File: src/rtl/tbc_pkg.sv
// Shared types and constants for the toy block cipher pipeline.
package tbc_pkg;

    // Block geometry and alphabet
    localparam int          BLOCK_BYTES     = 16;
    localparam int          KEY_MAX_LETTERS = 16;
    localparam logic [7:0]  LETTER_A        = 8'h41;
    localparam logic [7:0]  LETTER_Z        = 8'h5A;
    localparam logic [7:0]  PAD_LETTER      = 8'h41;
    localparam logic [7:0]  GF_REDUCE       = 8'h1B;
    localparam logic [5:0]  ALPHABET        = 6'd26;

    // Configuration register indexes (byte address = 8 * index)
    localparam logic [1:0]  REG_KEY_LENGTH  = 2'd0;
    localparam logic [1:0]  REG_KEY_LOW     = 2'd1;
    localparam logic [1:0]  REG_KEY_HIGH    = 2'd2;

    // Controller to datapath commands
    typedef struct packed {
        logic capture;
        logic calc_shift;
        logic store;
        logic finish;
        logic emit;
    } dp_cmd_t;

    // Datapath to controller status
    typedef struct packed {
        logic need_finish;
        logic emit_done;
    } dp_status_t;

    // Configuration values seen by the datapath
    typedef struct packed {
        logic [4:0]  key_length;
        logic [63:0] key_low;
        logic [63:0] key_high;
    } key_cfg_t;

endpackage

File: src/rtl/toy_block_cipher_pipeline_top.sv
// Toy block cipher pipeline: an input byte is taken when start is high and busy is low.
// After capture, each byte keeps busy high through the key shift and store states, and
// no new byte is taken until the block is idle again. A byte that completes a block, or
// a message-end byte that leaves a partial block, adds row rotation, parity and
// MixColumns and then sixteen bytes of output, one byte per cycle with out_valid high;
// busy falls after the sixteenth byte. The single output byte port sets that rate.
// Results cannot be stalled; the receiver must take every byte in the cycle it is shown.
// Configuration (key length, key letters at byte addresses 0, 8 and 16) must be written
// over the APB-style port while busy is low; the block itself does not enforce this.
module toy_block_cipher_pipeline_top
    import tbc_pkg::*;
(
    input  logic        clk,
    input  logic        rst_n,
    input  logic        start,
    output logic        busy,
    input  logic [7:0]  in_char,
    input  logic        in_last,
    output logic        out_valid,
    output logic [7:0]  out_byte,
    output logic        out_last,
    output logic        out_msg_end,
    input  logic        psel,
    input  logic        penable,
    input  logic        pwrite,
    input  logic [4:0]  paddr,
    input  logic [63:0] pwdata,
    output logic [63:0] prdata,
    output logic        pready
);

    key_cfg_t   cfg;
    dp_cmd_t    cmd;
    dp_status_t status;

    tbc_cfg u_cfg (
        .clk     (clk),
        .rst_n   (rst_n),
        .psel    (psel),
        .penable (penable),
        .pwrite  (pwrite),
        .paddr   (paddr),
        .pwdata  (pwdata),
        .prdata  (prdata),
        .pready  (pready),
        .cfg     (cfg)
    );

    tbc_ctrl u_ctrl (
        .clk    (clk),
        .rst_n  (rst_n),
        .start  (start),
        .busy   (busy),
        .cmd    (cmd),
        .status (status)
    );

    tbc_dp u_dp (
        .clk         (clk),
        .rst_n       (rst_n),
        .cmd         (cmd),
        .status      (status),
        .cfg         (cfg),
        .in_char     (in_char),
        .in_last     (in_last),
        .out_valid   (out_valid),
        .out_byte    (out_byte),
        .out_last    (out_last),
        .out_msg_end (out_msg_end)
    );

    // Results only while the block is busy
    a_out_in_busy: assert property (@(posedge clk) disable iff (!rst_n)
        out_valid |-> busy)
        else $error("result transfer while idle");

    // Message-end flag only on the closing byte of a block
    a_msg_end_on_last: assert property (@(posedge clk) disable iff (!rst_n)
        out_msg_end |-> (out_valid && out_last))
        else $error("message end outside the closing byte");

    // The closing byte of a block ends the burst
    a_last_ends_burst: assert property (@(posedge clk) disable iff (!rst_n)
        (out_valid && out_last) |=> (!out_valid && !busy))
        else $error("output continues past the closing byte");

    // An accepted item makes the block busy
    a_accept_busy: assert property (@(posedge clk) disable iff (!rst_n)
        (start && !busy) |=> (busy && !out_valid))
        else $error("accepted item did not start work");

endmodule

File: src/rtl/tbc_cfg.sv
// APB-style configuration registers: key length and key letters.
module tbc_cfg
    import tbc_pkg::*;
(
    input  logic        clk,
    input  logic        rst_n,
    input  logic        psel,
    input  logic        penable,
    input  logic        pwrite,
    input  logic [4:0]  paddr,
    input  logic [63:0] pwdata,
    output logic [63:0] prdata,
    output logic        pready,
    output key_cfg_t    cfg
);

    logic [4:0]  key_length_reg;
    logic [63:0] key_low_reg;
    logic [63:0] key_high_reg;
    logic        wr_en;
    logic [1:0]  reg_sel;

    assign pready  = 1'b1;
    assign wr_en   = psel & penable & pwrite;
    assign reg_sel = paddr[4:3];

    // Register writes on the access phase
    always_ff @(posedge clk or negedge rst_n)
    begin
        if (!rst_n)
        begin
            key_length_reg <= 5'd1;
            key_low_reg    <= 64'h4141414141414141;
            key_high_reg   <= 64'h4141414141414141;
        end
        else if (wr_en)
        begin
            case (reg_sel)
                REG_KEY_LENGTH: key_length_reg <= pwdata[4:0];
                REG_KEY_LOW:    key_low_reg    <= pwdata;
                REG_KEY_HIGH:   key_high_reg   <= pwdata;
                default:        ;
            endcase
        end
    end

    // Read mux
    always_comb
    begin
        case (reg_sel)
            REG_KEY_LENGTH: prdata = {59'd0, key_length_reg};
            REG_KEY_LOW:    prdata = key_low_reg;
            REG_KEY_HIGH:   prdata = key_high_reg;
            default:        prdata = 64'd0;
        endcase
    end

    assign cfg.key_length = key_length_reg;
    assign cfg.key_low    = key_low_reg;
    assign cfg.key_high   = key_high_reg;

endmodule

File: src/rtl/tbc_ctrl.sv
// Controller state machine: sequences capture, key shift, store, mix and output.
module tbc_ctrl
    import tbc_pkg::*;
(
    input  logic       clk,
    input  logic       rst_n,
    input  logic       start,
    output logic       busy,
    output dp_cmd_t    cmd,
    input  dp_status_t status
);

    localparam logic [2:0] ST_IDLE  = 3'd0;
    localparam logic [2:0] ST_KEY   = 3'd1;
    localparam logic [2:0] ST_STORE = 3'd2;
    localparam logic [2:0] ST_FIN   = 3'd3;
    localparam logic [2:0] ST_EMIT  = 3'd4;

    logic [2:0] state_reg;
    logic [2:0] state_next;

    // Next state and commands
    always_comb
    begin
        state_next     = state_reg;
        cmd            = '0;
        case (state_reg)
            ST_IDLE:
            begin
                if (start)
                begin
                    cmd.capture = 1'b1;
                    state_next  = ST_KEY;
                end
            end
            ST_KEY:
            begin
                cmd.calc_shift = 1'b1;
                state_next     = ST_STORE;
            end
            ST_STORE:
            begin
                cmd.store  = 1'b1;
                state_next = status.need_finish ? ST_FIN : ST_IDLE;
            end
            ST_FIN:
            begin
                cmd.finish = 1'b1;
                state_next = ST_EMIT;
            end
            ST_EMIT:
            begin
                cmd.emit = 1'b1;
                if (status.emit_done)
                begin
                    state_next = ST_IDLE;
                end
            end
            default:
            begin
                state_next = ST_IDLE;
            end
        endcase
    end

    always_ff @(posedge clk or negedge rst_n)
    begin
        if (!rst_n)
        begin
            state_reg <= ST_IDLE;
        end
        else
        begin
            state_reg <= state_next;
        end
    end

    assign busy = (state_reg != ST_IDLE);

endmodule

File: src/rtl/tbc_dp.sv
// Datapath: Vigenere shift, block store, row rotation, parity, MixColumns, output.
module tbc_dp
    import tbc_pkg::*;
(
    input  logic       clk,
    input  logic       rst_n,
    input  dp_cmd_t    cmd,
    output dp_status_t status,
    input  key_cfg_t   cfg,
    input  logic [7:0] in_char,
    input  logic       in_last,
    output logic       out_valid,
    output logic [7:0] out_byte,
    output logic       out_last,
    output logic       out_msg_end
);

    // GF(2^8) doubling
    function automatic logic [7:0] xtime(input logic [7:0] x);
        xtime = {x[6:0], 1'b0} ^ (x[7] ? GF_REDUCE : 8'h00);
    endfunction

    // Set bit 7 when bits 6..0 hold an odd number of ones
    function automatic logic [7:0] add_parity(input logic [7:0] c);
        add_parity = {c[7] | (^c[6:0]), c[6:0]};
    endfunction

    // (k + 195) mod 26 through a reciprocal multiply; v stays below 451
    function automatic logic [4:0] key_shift(input logic [7:0] k);
        logic [8:0]  v;
        logic [20:0] prod;
        logic [4:0]  q;
        logic [8:0]  qm;
        logic [8:0]  r;
        v    = {1'b0, k} + 9'd195;
        prod = 21'(v) * 21'd2521;
        q    = prod[20:16];
        qm   = 9'(q) * 9'd26;
        r    = v - qm;
        key_shift = r[4:0];
    endfunction

    logic [7:0]  char_reg;
    logic        last_reg;
    logic [4:0]  shift_reg;
    logic [3:0]  fill_reg;
    logic [3:0]  keypos_reg;
    logic        pad_en_reg;
    logic [3:0]  pad_fill_reg;
    logic        msg_end_reg;
    logic [3:0]  cnt_reg;
    logic [7:0]  store_reg [BLOCK_BYTES];
    logic [7:0]  res_reg   [BLOCK_BYTES];

    logic [4:0]  eff_len;
    logic [3:0]  pos;
    logic [4:0]  pos_inc;
    logic [3:0]  keypos_adv;
    logic [127:0] key_all;
    logic [7:0]  key_byte;
    logic        is_letter;
    logic [5:0]  sum;
    logic [5:0]  sum_wrap;
    logic [7:0]  enc_char;
    logic        block_full;
    logic [3:0]  fill_after;
    logic [3:0]  fill_next;
    logic [3:0]  keypos_next;
    logic [7:0]  view   [BLOCK_BYTES];
    logic [7:0]  rot    [BLOCK_BYTES];
    logic [7:0]  mixed  [BLOCK_BYTES];

    // Effective key length and current key position
    always_comb
    begin
        if (cfg.key_length == 5'd0)
        begin
            eff_len = 5'd1;
        end
        else if (cfg.key_length > 5'(KEY_MAX_LETTERS))
        begin
            eff_len = 5'(KEY_MAX_LETTERS);
        end
        else
        begin
            eff_len = cfg.key_length;
        end
        pos        = ({1'b0, keypos_reg} >= eff_len) ? 4'd0 : keypos_reg;
        pos_inc    = {1'b0, pos} + 5'd1;
        keypos_adv = (pos_inc >= eff_len) ? 4'd0 : pos_inc[3:0];
    end

    assign key_all  = {cfg.key_high, cfg.key_low};
    assign key_byte = key_all[{pos, 3'b000} +: 8];

    // Vigenere shift of the held letter
    assign is_letter = (char_reg >= LETTER_A) && (char_reg <= LETTER_Z);
    always_comb
    begin
        sum      = 6'(char_reg - LETTER_A) + {1'b0, shift_reg};
        sum_wrap = (sum >= ALPHABET) ? (sum - ALPHABET) : sum;
        enc_char = {2'b00, sum_wrap} + LETTER_A;
    end

    // Fill and key position bookkeeping for the store step
    always_comb
    begin
        block_full  = is_letter && (fill_reg == 4'(BLOCK_BYTES - 1));
        fill_after  = is_letter ? (fill_reg + 4'd1) : fill_reg;
        fill_next   = last_reg ? 4'd0 : fill_after;
        if (last_reg)
        begin
            keypos_next = 4'd0;
        end
        else if (is_letter)
        begin
            keypos_next = keypos_adv;
        end
        else
        begin
            keypos_next = keypos_reg;
        end
    end

    assign status.need_finish = block_full || (last_reg && (fill_after != 4'd0));
    assign status.emit_done   = (cnt_reg == 4'(BLOCK_BYTES - 1));

    // Control registers
    always_ff @(posedge clk or negedge rst_n)
    begin
        if (!rst_n)
        begin
            fill_reg   <= 4'd0;
            keypos_reg <= 4'd0;
            cnt_reg    <= 4'd0;
        end
        else
        begin
            if (cmd.store)
            begin
                fill_reg   <= fill_next;
                keypos_reg <= keypos_next;
            end
            if (cmd.finish)
            begin
                cnt_reg <= 4'd0;
            end
            else if (cmd.emit)
            begin
                cnt_reg <= cnt_reg + 4'd1;
            end
        end
    end

    // Payload registers
    always_ff @(posedge clk)
    begin
        if (cmd.capture)
        begin
            char_reg <= in_char;
            last_reg <= in_last;
        end
        if (cmd.calc_shift)
        begin
            shift_reg <= key_shift(key_byte);
        end
        if (cmd.store)
        begin
            if (is_letter)
            begin
                store_reg[fill_reg] <= enc_char;
            end
            pad_en_reg   <= !block_full;
            pad_fill_reg <= fill_after;
            msg_end_reg  <= last_reg;
        end
        if (cmd.finish)
        begin
            for (int i = 0; i < BLOCK_BYTES; i++)
            begin
                res_reg[i] <= mixed[i];
            end
        end
    end

    // Padding, row rotation with parity, then MixColumns
    always_comb
    begin
        for (int i = 0; i < BLOCK_BYTES; i++)
        begin
            view[i] = (pad_en_reg && (4'(i) >= pad_fill_reg)) ? PAD_LETTER : store_reg[i];
        end
        for (int r = 0; r < 4; r++)
        begin
            for (int c = 0; c < 4; c++)
            begin
                rot[r*4 + c] = add_parity(view[r*4 + ((c + r) % 4)]);
            end
        end
        for (int c = 0; c < 4; c++)
        begin
            mixed[c]      = xtime(rot[c]) ^ xtime(rot[c+4]) ^ rot[c+4]
                            ^ rot[c+8] ^ rot[c+12];
            mixed[c + 4]  = rot[c] ^ xtime(rot[c+4]) ^ xtime(rot[c+8])
                            ^ rot[c+8] ^ rot[c+12];
            mixed[c + 8]  = rot[c] ^ rot[c+4] ^ xtime(rot[c+8])
                            ^ xtime(rot[c+12]) ^ rot[c+12];
            mixed[c + 12] = xtime(rot[c]) ^ rot[c] ^ rot[c+4] ^ rot[c+8]
                            ^ xtime(rot[c+12]);
        end
    end

    // Result port
    assign out_valid   = cmd.emit;
    assign out_byte    = res_reg[cnt_reg];
    assign out_last    = cmd.emit && status.emit_done;
    assign out_msg_end = cmd.emit && status.emit_done && msg_end_reg;

endmodule
File: config.mk
export PLATFORM = sky130hd
export DESIGN_NAME = toy_block_cipher_pipeline_top
export DESIGN_NICKNAME = d
export VERILOG_FILES = /design/src/rtl/tbc_pkg.sv /design/src/rtl/toy_block_cipher_pipeline_top.sv /design/src/rtl/tbc_cfg.sv /design/src/rtl/tbc_ctrl.sv /design/src/rtl/tbc_dp.sv
export SDC_FILE = /design/constraint.sdc
export NUM_CORES = 1
export LEC_CHECK = 0
export ABC_AREA = 1
export CORE_MARGIN = 1.5
export CORE_UTILIZATION = 40
export CTS_CLUSTER_DIAMETER = 80
export DETAILED_ROUTE_END_ITERATION = 8
export DONT_BUFFER_PORTS = 1
export GPL_TIMING_DRIVEN = 0
export SLEW_MARGIN = 15
export SYNTH_ARGS = -nofsm -noshare
export SYNTH_HDL_FRONTEND = slang
export SYNTH_SLANG_ARGS = --single-unit
File: constraint.sdc
create_clock -name clk -period 11.1 [get_ports clk]
set_clock_uncertainty 0.05 [all_clocks]
set_input_delay 1.665 -clock clk [delete_from_list [all_inputs] [get_ports clk]]
set_output_delay 1.665 -clock clk [all_outputs]
set_load 0.1 [all_outputs]
==> qor.txt, run 1 <==
Slew Viols, Final - 0
clock slew at reported path FFs - 60 ps
clock sink total - 424
Mapped Cells - 2,750
fillers - 6,084
cell taking the most area after synthesis - edfxtp_1
Crit path required time - 11,380 ps
EDFF count, synth - 276
DP Area - 28,100 µm²
Final #Nets - 3,032
post-synth cell types - 62
Detail Route Antenna Nets - 0
clock latency on the worst-skew pair - 620 ps
synth-to-layout area growth - 14.0%
setup TNS - 0 ps
CTS Hold Bufs - 0
TritonRoute pass-1 iters - 5
DRC - 0
post_cts resized - 0
Max stage delay on crit path - 680 ps
DP Cell Count - 3,648
first-pass GRT wire length - 119,000 µm
crit path kind - register to register
drt wl/cell - 21.0 µm
Synth area leaders - edfxtp_1 32%, xor2_1 12%, dfrtp_1 11%, nand2_1 6.3%, xnor2_1 5.8%
Die W - 259 µm
Worst slew margin - 0.149
Max-cap violations - 0
Final Instance Area - 29,800 µm²
top cell type's share of synthesized area - 0.316
area of the core - 64,600 µm²
Vias/cell - 5.26
r2r setup slk - 860 ps
Synth async-reset ratio - 0.349
area of the multi-input gates - 12,900 µm²
routability congestion estimate - 0.981
number of synthesized register bits - 424
count leader, synth - nand2_1
post-layout min period - 10,240 ps
HP Class - register to register
register area - 12,000 µm²
Core Util, Final - 0.462
final hold vios - 0
number of global-route vias before repair - 20,000
grt total ovfl - 0
Synth Warn # - 0
Synth top cells by count - 441 x nand2_1, 367 x xor2_1, 356 x inv_1
TritonCTS clock tree - built
Most common cell on crit path - nand2_1
Die Y - 259 µm
Crit Path Max Fanout - 10
cell row count - 93
Antenna diodes - 0
CP top delay family - adder cells
Final Setup Violations - 0
DPL Wire Length - 61,300 µm
non-filler cells, final - 3,739
largest net degree at the start of global routing - 149
share of cells above drive strength 1 - 0.116
io pins - 161
RSZ-0062 raised after global routing - false
Num CTS Buffers - 49
initial core utilization - 0.406
# Post-CTS Setup Buffers - 0
initial antenna violation count - 2
CP bufs+invs - 14
die area - 67,000 µm²
H-tree levels - 2
Synth Cell Area - 26,200 µm²
final cycle utilization of the critical path - 0.923
Main synth FF type - edfxtp_1
Worst EP arrival - 10,530 ps
fmax - 97.6 MHz
synthesized area per cell - 9.52 µm²
Routed WL - 78,700 µm
slowest cell on the critical path - o21ai_0
Tot GR Track Use - 0.235
crit path launch type - register
Iter 0 DRT Violations - 1,549
sequential fraction of the synthesis area - 0.459
outcome - complete, no violations
Root Driver - clkbuf_16
CTS Buffer Depth - 3
Vias - 19,700
port bufs - 0
CP Capture Type - register
Worst Tran Pin Value - 1310 ps
## layer usage
layer / GRT usage / up-vias / wire (µm)
met2: 0.385 / 693 / 36600
li1: - / 9174 / -
met1: 0.311 / 9647 / 34000
met5: 0 / - / 0
met3: 0.0395 / 148 / 5240
met4: 0.0867 / 0 / 2810
## through the flow
| step | hold WS [ps] | setup slack, ps |
|---|---|---|
| floorplan | 426 | 3100 |
| global placement | 448 | 1160 |
| detailed placement | 469 | 1010 |
| CTS | 481 | 922 |
| global route | 507 | 213 |
| finish | 482 | 857 |
## placed cells by master, fill, tap and decap left out, types with 7 or more instances in the layout
| cell | n |
|---|---|
| a21oi_1 | 39 |
| a221oi_1 | 9 |
| buf_2 | 13 |
| buf_4 | 8 |
| clkbuf_1 | 74 |
| clkbuf_16 | 52 |
| clkbuf_8 | 8 |
| clkinv_2 | 8 |
| conb_1 | 33 |
| dfrtp_1 | 115 |
| dfstp_2 | 33 |
| edfxtp_1 | 276 |
| fa_1 | 25 |
| ha_1 | 79 |
| inv_1 | 356 |
| inv_2 | 27 |
| nand2_1 | 441 |
| nand2_2 | 13 |
| nand3_1 | 90 |
| nand4_1 | 25 |
| nor2_1 | 119 |
| nor2_2 | 10 |
| nor3_1 | 7 |
| o211ai_1 | 23 |
| o21ai_0 | 217 |
| o21ai_1 | 10 |
| o221ai_1 | 22 |
| o22ai_1 | 18 |
| o22ai_2 | 59 |
| or2_2 | 12 |
| xnor2_1 | 174 |
| xor2_1 | 364 |
| xor2_2 | 7 |
## area by class of cell
| class | instances | area share |
|---|---|---|
| plain buffers | 97 | 0.0144 |
| clock buffers | 64 | 0.0478 |
| clock inverters | 27 | 0.0112 |
| inverters | 386 | 0.0485 |
| multi-input cells | 1874 | 0.432 |
| flip-flops and latches | 424 | 0.403 |
| well taps | 855 | 0.0358 |
| repair buffers | 12 | 0.00692 |
## cell families (layout without fill, tap and decap cells)
group / count (synthesis) / count (layout) / share of synthesized area
AND/OR/NAND/NOR: 749 / 749 / 0.123
XOR/XNOR: 550 / 550 / 0.187
buffers and inverters: 483 / 586 / 0.0717
AO/OA/AOI/OAI: 434 / 434 / 0.0999
flip-flops: 424 / 424 / 0.459
adder cells (fa/ha/maj): 104 / 104 / 0.0569
multiplexers: 4 / 4 / 0.00172
other: 2 / 33 / 0.000287
## worst paths after layout
path,from,end,depth (start not counted)
max in group asynchronous,rst_n,u_cfg.key_low_reg[56],0
hold reg to reg,u_ctrl.state_reg[1],u_ctrl.state_reg[1],1
hold / removal,u_ctrl.state_reg[1],u_ctrl.state_reg[1],1
setup reg to reg,u_dp.keypos_reg[0],u_dp.shift_reg[4],50
setup / recovery,u_dp.keypos_reg[0],u_dp.shift_reg[4],50
min in group asynchronous,rst_n,u_cfg.key_low_reg[29],0
Power of run 1 is not shown: default switching activity piles up to over one toggle a cycle in this logic, so the estimate is an artifact.
==> inputs of run 2 (changes only) <==
--- a/config.mk
+++ b/config.mk
@@ -6,12 +6,10 @@
 export NUM_CORES = 1
 export LEC_CHECK = 0
 export ABC_AREA = 1
-export CORE_MARGIN = 1.5
 export CORE_UTILIZATION = 40
 export CTS_CLUSTER_DIAMETER = 80
 export DETAILED_ROUTE_END_ITERATION = 8
 export DONT_BUFFER_PORTS = 1
-export GPL_TIMING_DRIVEN = 0
 export SLEW_MARGIN = 15
 export SYNTH_ARGS = -nofsm -noshare
 export SYNTH_HDL_FRONTEND = slang
==> run 2 against run 1 <==
Final cell count decreased by 1.8%. Final area decreased by 1.5%. Critical path depth decreased by 1. Maximum frequency increased by 3.6%. First-iteration DRC count decreased by 11%. Count of clock-buffer cells in the layout decreased by 6. Hold slack got worse by 7.9 ps. Register-to-register slack improved by 360 ps. Global-route usage decreased by 2.1 points. Largest cell class unchanged. Sequential cell count unchanged. Utilization decreased by 0.68 points.
==> qor.txt, run 2 (synthesis gave the netlist of run 1 again) <==
Max stage delay on crit path - 660 ps (was 680 ps)
Iter 0 DRT Violations - 1,379 (was 1,549)
clock latency on the worst-skew pair - 630 ps (was 620 ps)
DP Area - 27,800 µm² (was 28,100 µm²)
outcome - complete, no violations (unchanged)
routability congestion estimate - 0.902 (was 0.981)
stages on the worst setup path - 49 (was 50)
port bufs - 0 (unchanged)
crit path kind - register to register (unchanged)
area of the core - 64,600 µm² (unchanged)
slowest cell on the critical path - xnor2_1 (was o21ai_0)
hold_ws - 474 ps (was 482 ps)
Crit path required time - 11,390 ps (was 11,380 ps)
Worst Tran Pin Value - 1200 ps (was 1310 ps)
DPL Wire Length - 53,500 µm (was 61,300 µm)
# Post-CTS Setup Buffers - 0 (unchanged)
Worst Reg-to-Reg Cells - 49 (was 50)
final cycle utilization of the critical path - 0.891 (was 0.923)
largest net degree at the start of global routing - 149 (unchanged)
worst r2r dst - u_dp.shift_reg[4] (unchanged)
CTS Hold Bufs - 0 (unchanged)
most frequent cells in the layout - 440 x nand2_1, 364 x xor2_1, 355 x inv_1 (was 441 x nand2_1, 364 x xor2_1, 356 x inv_1)
Slew Viols, Final - 0 (unchanged)
Num CTS Buffers - 50 (was 49)
TritonCTS clock tree - built (unchanged)
Antenna diodes - 0 (unchanged)
TritonRoute pass-1 iters - 5 (unchanged)
Die Y - 258 µm (was 259 µm)
DP Cell Count - 3,581 (was 3,648)
Final Setup Violations - 0 (unchanged)
Vias - 18,900 (was 19,700)
die area - 66,500 µm² (was 67,000 µm²)
r2r startpoint - u_cfg.key_length_reg[3] (was u_dp.keypos_reg[0])
min-delay src - u_cfg.key_high_reg[54] (was u_ctrl.state_reg[1])
post_cts resized - 0 (unchanged)
post-layout min period - 9890 ps (was 10,240 ps)
Final Instance Area - 29,400 µm² (was 29,800 µm²)
fmax - 101 MHz (was 97.6 MHz)
share of cells above drive strength 1 - 0.118 (was 0.116)
CP bufs+invs - 11 (was 14)
CTS Buffer Depth - 3 (unchanged)
r2r setup slk - 1210 ps (was 860 ps)
HP Class - register to register (unchanged)
Detail Route Antenna Nets - 0 (unchanged)
Tot GR Track Use - 0.214 (was 0.235)
io pins - 161 (unchanged)
RSZ-0062 raised after global routing - false (unchanged)
Vias/cell - 5.15 (was 5.26)
DRC - 0 (unchanged)
clock sink total - 424 (unchanged)
Most common cell on crit path - nand2_1 (unchanged)
Root Driver - clkbuf_16 (unchanged)
drt wl/cell - 19.4 µm (was 21.0 µm)
number of global-route vias before repair - 19,100 (was 20,000)
Die W - 258 µm (was 259 µm)
Final #Nets - 2,967 (was 3,032)
CP top delay family - adder cells (unchanged)
clock slew at reported path FFs - 60 ps (about the same)
Worst slew margin - 0.204 (was 0.149)
commonest non-fill, non-tap cell in the layout - nand2_1 (unchanged)
initial antenna violation count - 0 (was 2)
first-pass GRT wire length - 110,000 µm (was 119,000 µm)
hold path cells - 2 (was 1)
Routed WL - 71,100 µm (was 78,700 µm)
CP Capture Type - register (unchanged)
grt total ovfl - 0 (unchanged)
cell row count - 93 (unchanged)
Worst EP arrival - 10,170 ps (was 10,530 ps)
Hold EP - u_cfg.key_high_reg[54] (was u_ctrl.state_reg[1])
setup TNS - 0 ps (unchanged)
synth-to-layout area growth - 12.3% (was 14.0%)
H-tree levels - 2 (unchanged)
Crit Path Max Fanout - 34 (was 10)
Max-cap violations - 0 (unchanged)
crit path launch type - register (unchanged)
non-filler cells, final - 3,673 (was 3,739)
initial core utilization - 0.406 (unchanged)
final hold vios - 0 (unchanged)
==> run 2: cell types whose count changed in the layout (fill, tap and decap cells not counted), moves of 3 or more <==
cell	before	now
buf_1	4	0
buf_12	5	0
buf_6	4	0
buf_2	13	0
buf_8	4	0
clkbuf_1	74	8
buf_4	8	41
clkinv_1	6	15
bufinv_16	6	3
clkbuf_8	8	0
==> run 2: metrics by stage <==
stage | utilization | worst slack (ps)
global route | 0.455 | 453
global placement | 0.430 | 1340
floorplan | - | 3100
finish | 0.455 | 1210
CTS | 0.455 | 1280
detailed placement | 0.430 | 1390
==> run 2: worst max-delay path by stage <==
stage | endpoint | start
2_1_floorplan | u_dp.shift_reg[4] | u_dp.keypos_reg[0]
3_3_place_gp | u_dp.shift_reg[4] | u_cfg.key_length_reg[3]
3_5_place_dp | u_dp.shift_reg[4] | u_cfg.key_length_reg[3]
4_1_cts | u_dp.shift_reg[4] | u_cfg.key_length_reg[3]
5_1_grt | u_dp.shift_reg[4] | u_cfg.key_length_reg[3]
6_report | u_dp.shift_reg[4] | u_cfg.key_length_reg[3]
==> run 2: worst reg2reg max path, delay by kind of cell, from the launching register on <==
family	cells	cell delay (ps)
AOI/OAI and AO/OA	4	920
xor gates and xnor gates	1	660
adders and majority gates	9	3290
buffers and inverters	11	1120
DFF	1	420
and+or+nand+nor	24	3160
==> run 2: cell type report <==
| cell class | instances | area (µm²) |
|---|---|---|
| Fill cell | 6187 | 35200 |
| Sequential cell | 424 | 12000 |
| Clock buffer | 58 | 1280 |
| Inverter | 386 | 1450 |
| Multi-Input combinational cell | 1874 | 12900 |
| Clock inverter | 33 | 302 |
| Timing Repair Buffer | 43 | 363 |
| Tap cell | 855 | 1070 |
==> run 2: layer usage <==
layer	up-vias	global-route usage	wire, µm
met4	0	0.0751	2460
li1	9039	-	-
met1	9233	0.276	30200
met3	131	0.0352	4290
met5	-	0	0
met2	523	0.362	34200
Power of run 2 is left out for the same reason.
==> inputs of run 3 (changes only) <==
--- a/config.mk
+++ b/config.mk
@@ -6,10 +6,10 @@
 export NUM_CORES = 1
 export LEC_CHECK = 0
 export ABC_AREA = 1
+export BUFFER_PORTS_ARGS = -buffer_cell sky130_fd_sc_hd__clkbuf_2
 export CORE_UTILIZATION = 40
 export CTS_CLUSTER_DIAMETER = 80
 export DETAILED_ROUTE_END_ITERATION = 8
-export DONT_BUFFER_PORTS = 1
 export SLEW_MARGIN = 15
 export SYNTH_ARGS = -nofsm -noshare
 export SYNTH_HDL_FRONTEND = slang
==> run 3 against run 2 <==
First-iteration DRC count is 9.0% higher. Routed wire length up 0.89%. Critical path depth up 1. Register-to-register slack got worse by 250 ps. Count of clock-buffer cells in the layout grew 3. Utilization grew 0.59 points. Final area increased by 1.3%. Hold slack worse by 9.4 ps. Final cell count up 3.6%.
==> qor.txt, run 3 (synthesis gave the netlist of run 1 again) <==
fmax - 98.7 MHz (was 101 MHz)
initial core utilization - 0.406 (unchanged)
GR met3 Demand/Resource - 0.0246 (was 0.0352)
Crit Path Max Fanout - 30 (was 34)
minimum setup slack in the final design - 967 ps (was 1210 ps)
initial antenna violation count - 2 (was 0)
area of the core - 64,600 µm² (unchanged)
cell row count - 93 (unchanged)
post_cts resized - 0 (unchanged)
GR peak layer - met2 (unchanged)
number of global-route vias before repair - 19,700 (was 19,100)
Final Setup Violations - 0 (unchanged)
synth-to-layout area growth - 13.7% (was 12.3%)
Die W - 258 µm (unchanged)
RSZ-0062 raised after global routing - false (unchanged)
Antenna diodes - 0 (unchanged)
Crit path required time - 11,390 ps (about the same)
Core Util, Final - 0.461 (was 0.455)
Num CTS Buffers - 50 (unchanged)
most frequent cells in the layout - 440 x nand2_1, 364 x xor2_1, 355 x inv_1 (unchanged)
CP Capture Type - register (unchanged)
clock latency on the worst-skew pair - 630 ps (about the same)
Max-cap violations - 0 (unchanged)
Vias/cell - 5.14 (was 5.15)
Detail Route Antenna Nets - 0 (unchanged)
Final #Nets - 3,100 (was 2,967)
pre-CTS setup slack - 1180 ps (was 1390 ps)
final hold vios - 0 (unchanged)
clock sink total - 424 (unchanged)
first-pass GRT wire length - 111,000 µm (was 110,000 µm)
routability congestion estimate - 0.894 (was 0.902)
CTS Buffer Depth - 3 (unchanged)
largest net degree at the start of global routing - 118 (was 149)
port bufs - 156 (was 0)
Slew Viols, Final - 0 (unchanged)
CP startpoint - u_cfg.key_length_reg[3] (unchanged)
slowest cell on the critical path - xnor2_1 (unchanged)
Tot GR Track Use - 0.216 (was 0.214)
outcome - complete, no violations (unchanged)
# Post-CTS Setup Buffers - 0 (unchanged)
hold_ws - 465 ps (was 474 ps)
Iter 0 DRT Violations - 1,503 (was 1,379)
Die Y - 258 µm (unchanged)
grt met1 use - 0.288 (was 0.276)
DRC - 0 (unchanged)
min-delay src - u_cfg.key_low_reg[48] (was u_cfg.key_high_reg[54])
crit path kind - register to register (unchanged)
TritonRoute pass-1 iters - 5 (unchanged)
drt wl/cell - 18.8 µm (was 19.4 µm)
clock slew at reported path FFs - 60 ps (about the same)
Most common cell on crit path - nand2_1 (unchanged)
post-layout min period - 10,130 ps (was 9890 ps)
r2r startpoint - u_cfg.key_length_reg[3] (unchanged)
setup TNS - 0 ps (unchanged)
grt total ovfl - 0 (unchanged)
Root Driver - clkbuf_16 (unchanged)
Routed WL - 71,700 µm (was 71,100 µm)
Worst slew margin - 0.227 (was 0.204)
final cycle utilization of the critical path - 0.913 (was 0.891)
crit path launch type - register (unchanged)
die area - 66,500 µm² (unchanged)
HP Class - register to register (unchanged)
DPL Wire Length - 53,700 µm (was 53,500 µm)
H-tree levels - 2 (unchanged)
CTS Hold Bufs - 0 (unchanged)
Worst Tran Pin Value - 1160 ps (was 1200 ps)
Max stage delay on crit path - 650 ps (was 660 ps)
Worst EP arrival - 10,430 ps (was 10,170 ps)
commonest non-fill, non-tap cell in the layout - nand2_1 (unchanged)
share of cells above drive strength 1 - 0.137 (was 0.118)
io pins - 161 (unchanged)
met2 Usage GRT - 0.359 (was 0.362)
Vias - 19,600 (was 18,900)
TritonCTS clock tree - built (unchanged)
[run 3: cell count changes in the layout (fill, tap and decap cells not counted), sizes merged]
cell	change
clkbuf	+158
clkinv	-8
inv	+1
buf	-22
clkinvlp	-2
bufinv	+7
[run 3: metrics by stage]
| step | area, µm² | cells |
|---|---|---|
| 2_1_floorplan | 26300 | 2781 |
| 3_3_place_gp | 28000 | 3715 |
| 3_5_place_dp | 28000 | 3715 |
| 4_1_cts | 29800 | 3807 |
| 5_1_grt | 29800 | 3807 |
| 6_report | 29800 | 3807 |
[run 3: final timing paths]
| kind | end | slack (ps) | cells after the start |
|---|---|---|---|
| worst max-delay path | u_dp.shift_reg[4] | 970 | 50 |
| worst min-delay path | u_cfg.key_low_reg[48] | 460 | 2 |
| worst max register to register | u_dp.shift_reg[4] | 970 | 50 |
| worst min register to register | u_cfg.key_low_reg[48] | 460 | 2 |
| max in group asynchronous | u_dp.cnt_reg[0] | 8420 | 2 |
| min in group asynchronous | u_cfg.key_low_reg[31] | 1000 | 1 |
[run 3: routing by layer]
metal,wire [µm],vias up
met3,3610,138
met4,2640,2
met2,34200,598
met5,13,-
met1,31300,9528
li1,-,9308
[run 3: area by class of cell]
cell class	count	area (µm²)
multi-input combinational	1874	12500
fill	6159	34800
sequential	424	12000
inverter	386	1450
clock buffer	61	1330
clock inverter	31	480
timing repair buffer	176	937
tap	855	1070
[run 3: worst max-delay path: cells and delay by family (launching register included)]
kind                       cells  cell delay [ps]
AOI/OAI and AO/OA              5             1050
DFF                            1              430
buffers and inverters         10             1000
and+or+nand+nor               25             3380
adders and majority gates      9             3260
xor gates and xnor gates       1              650
Power of run 3 is left out for the same reason.
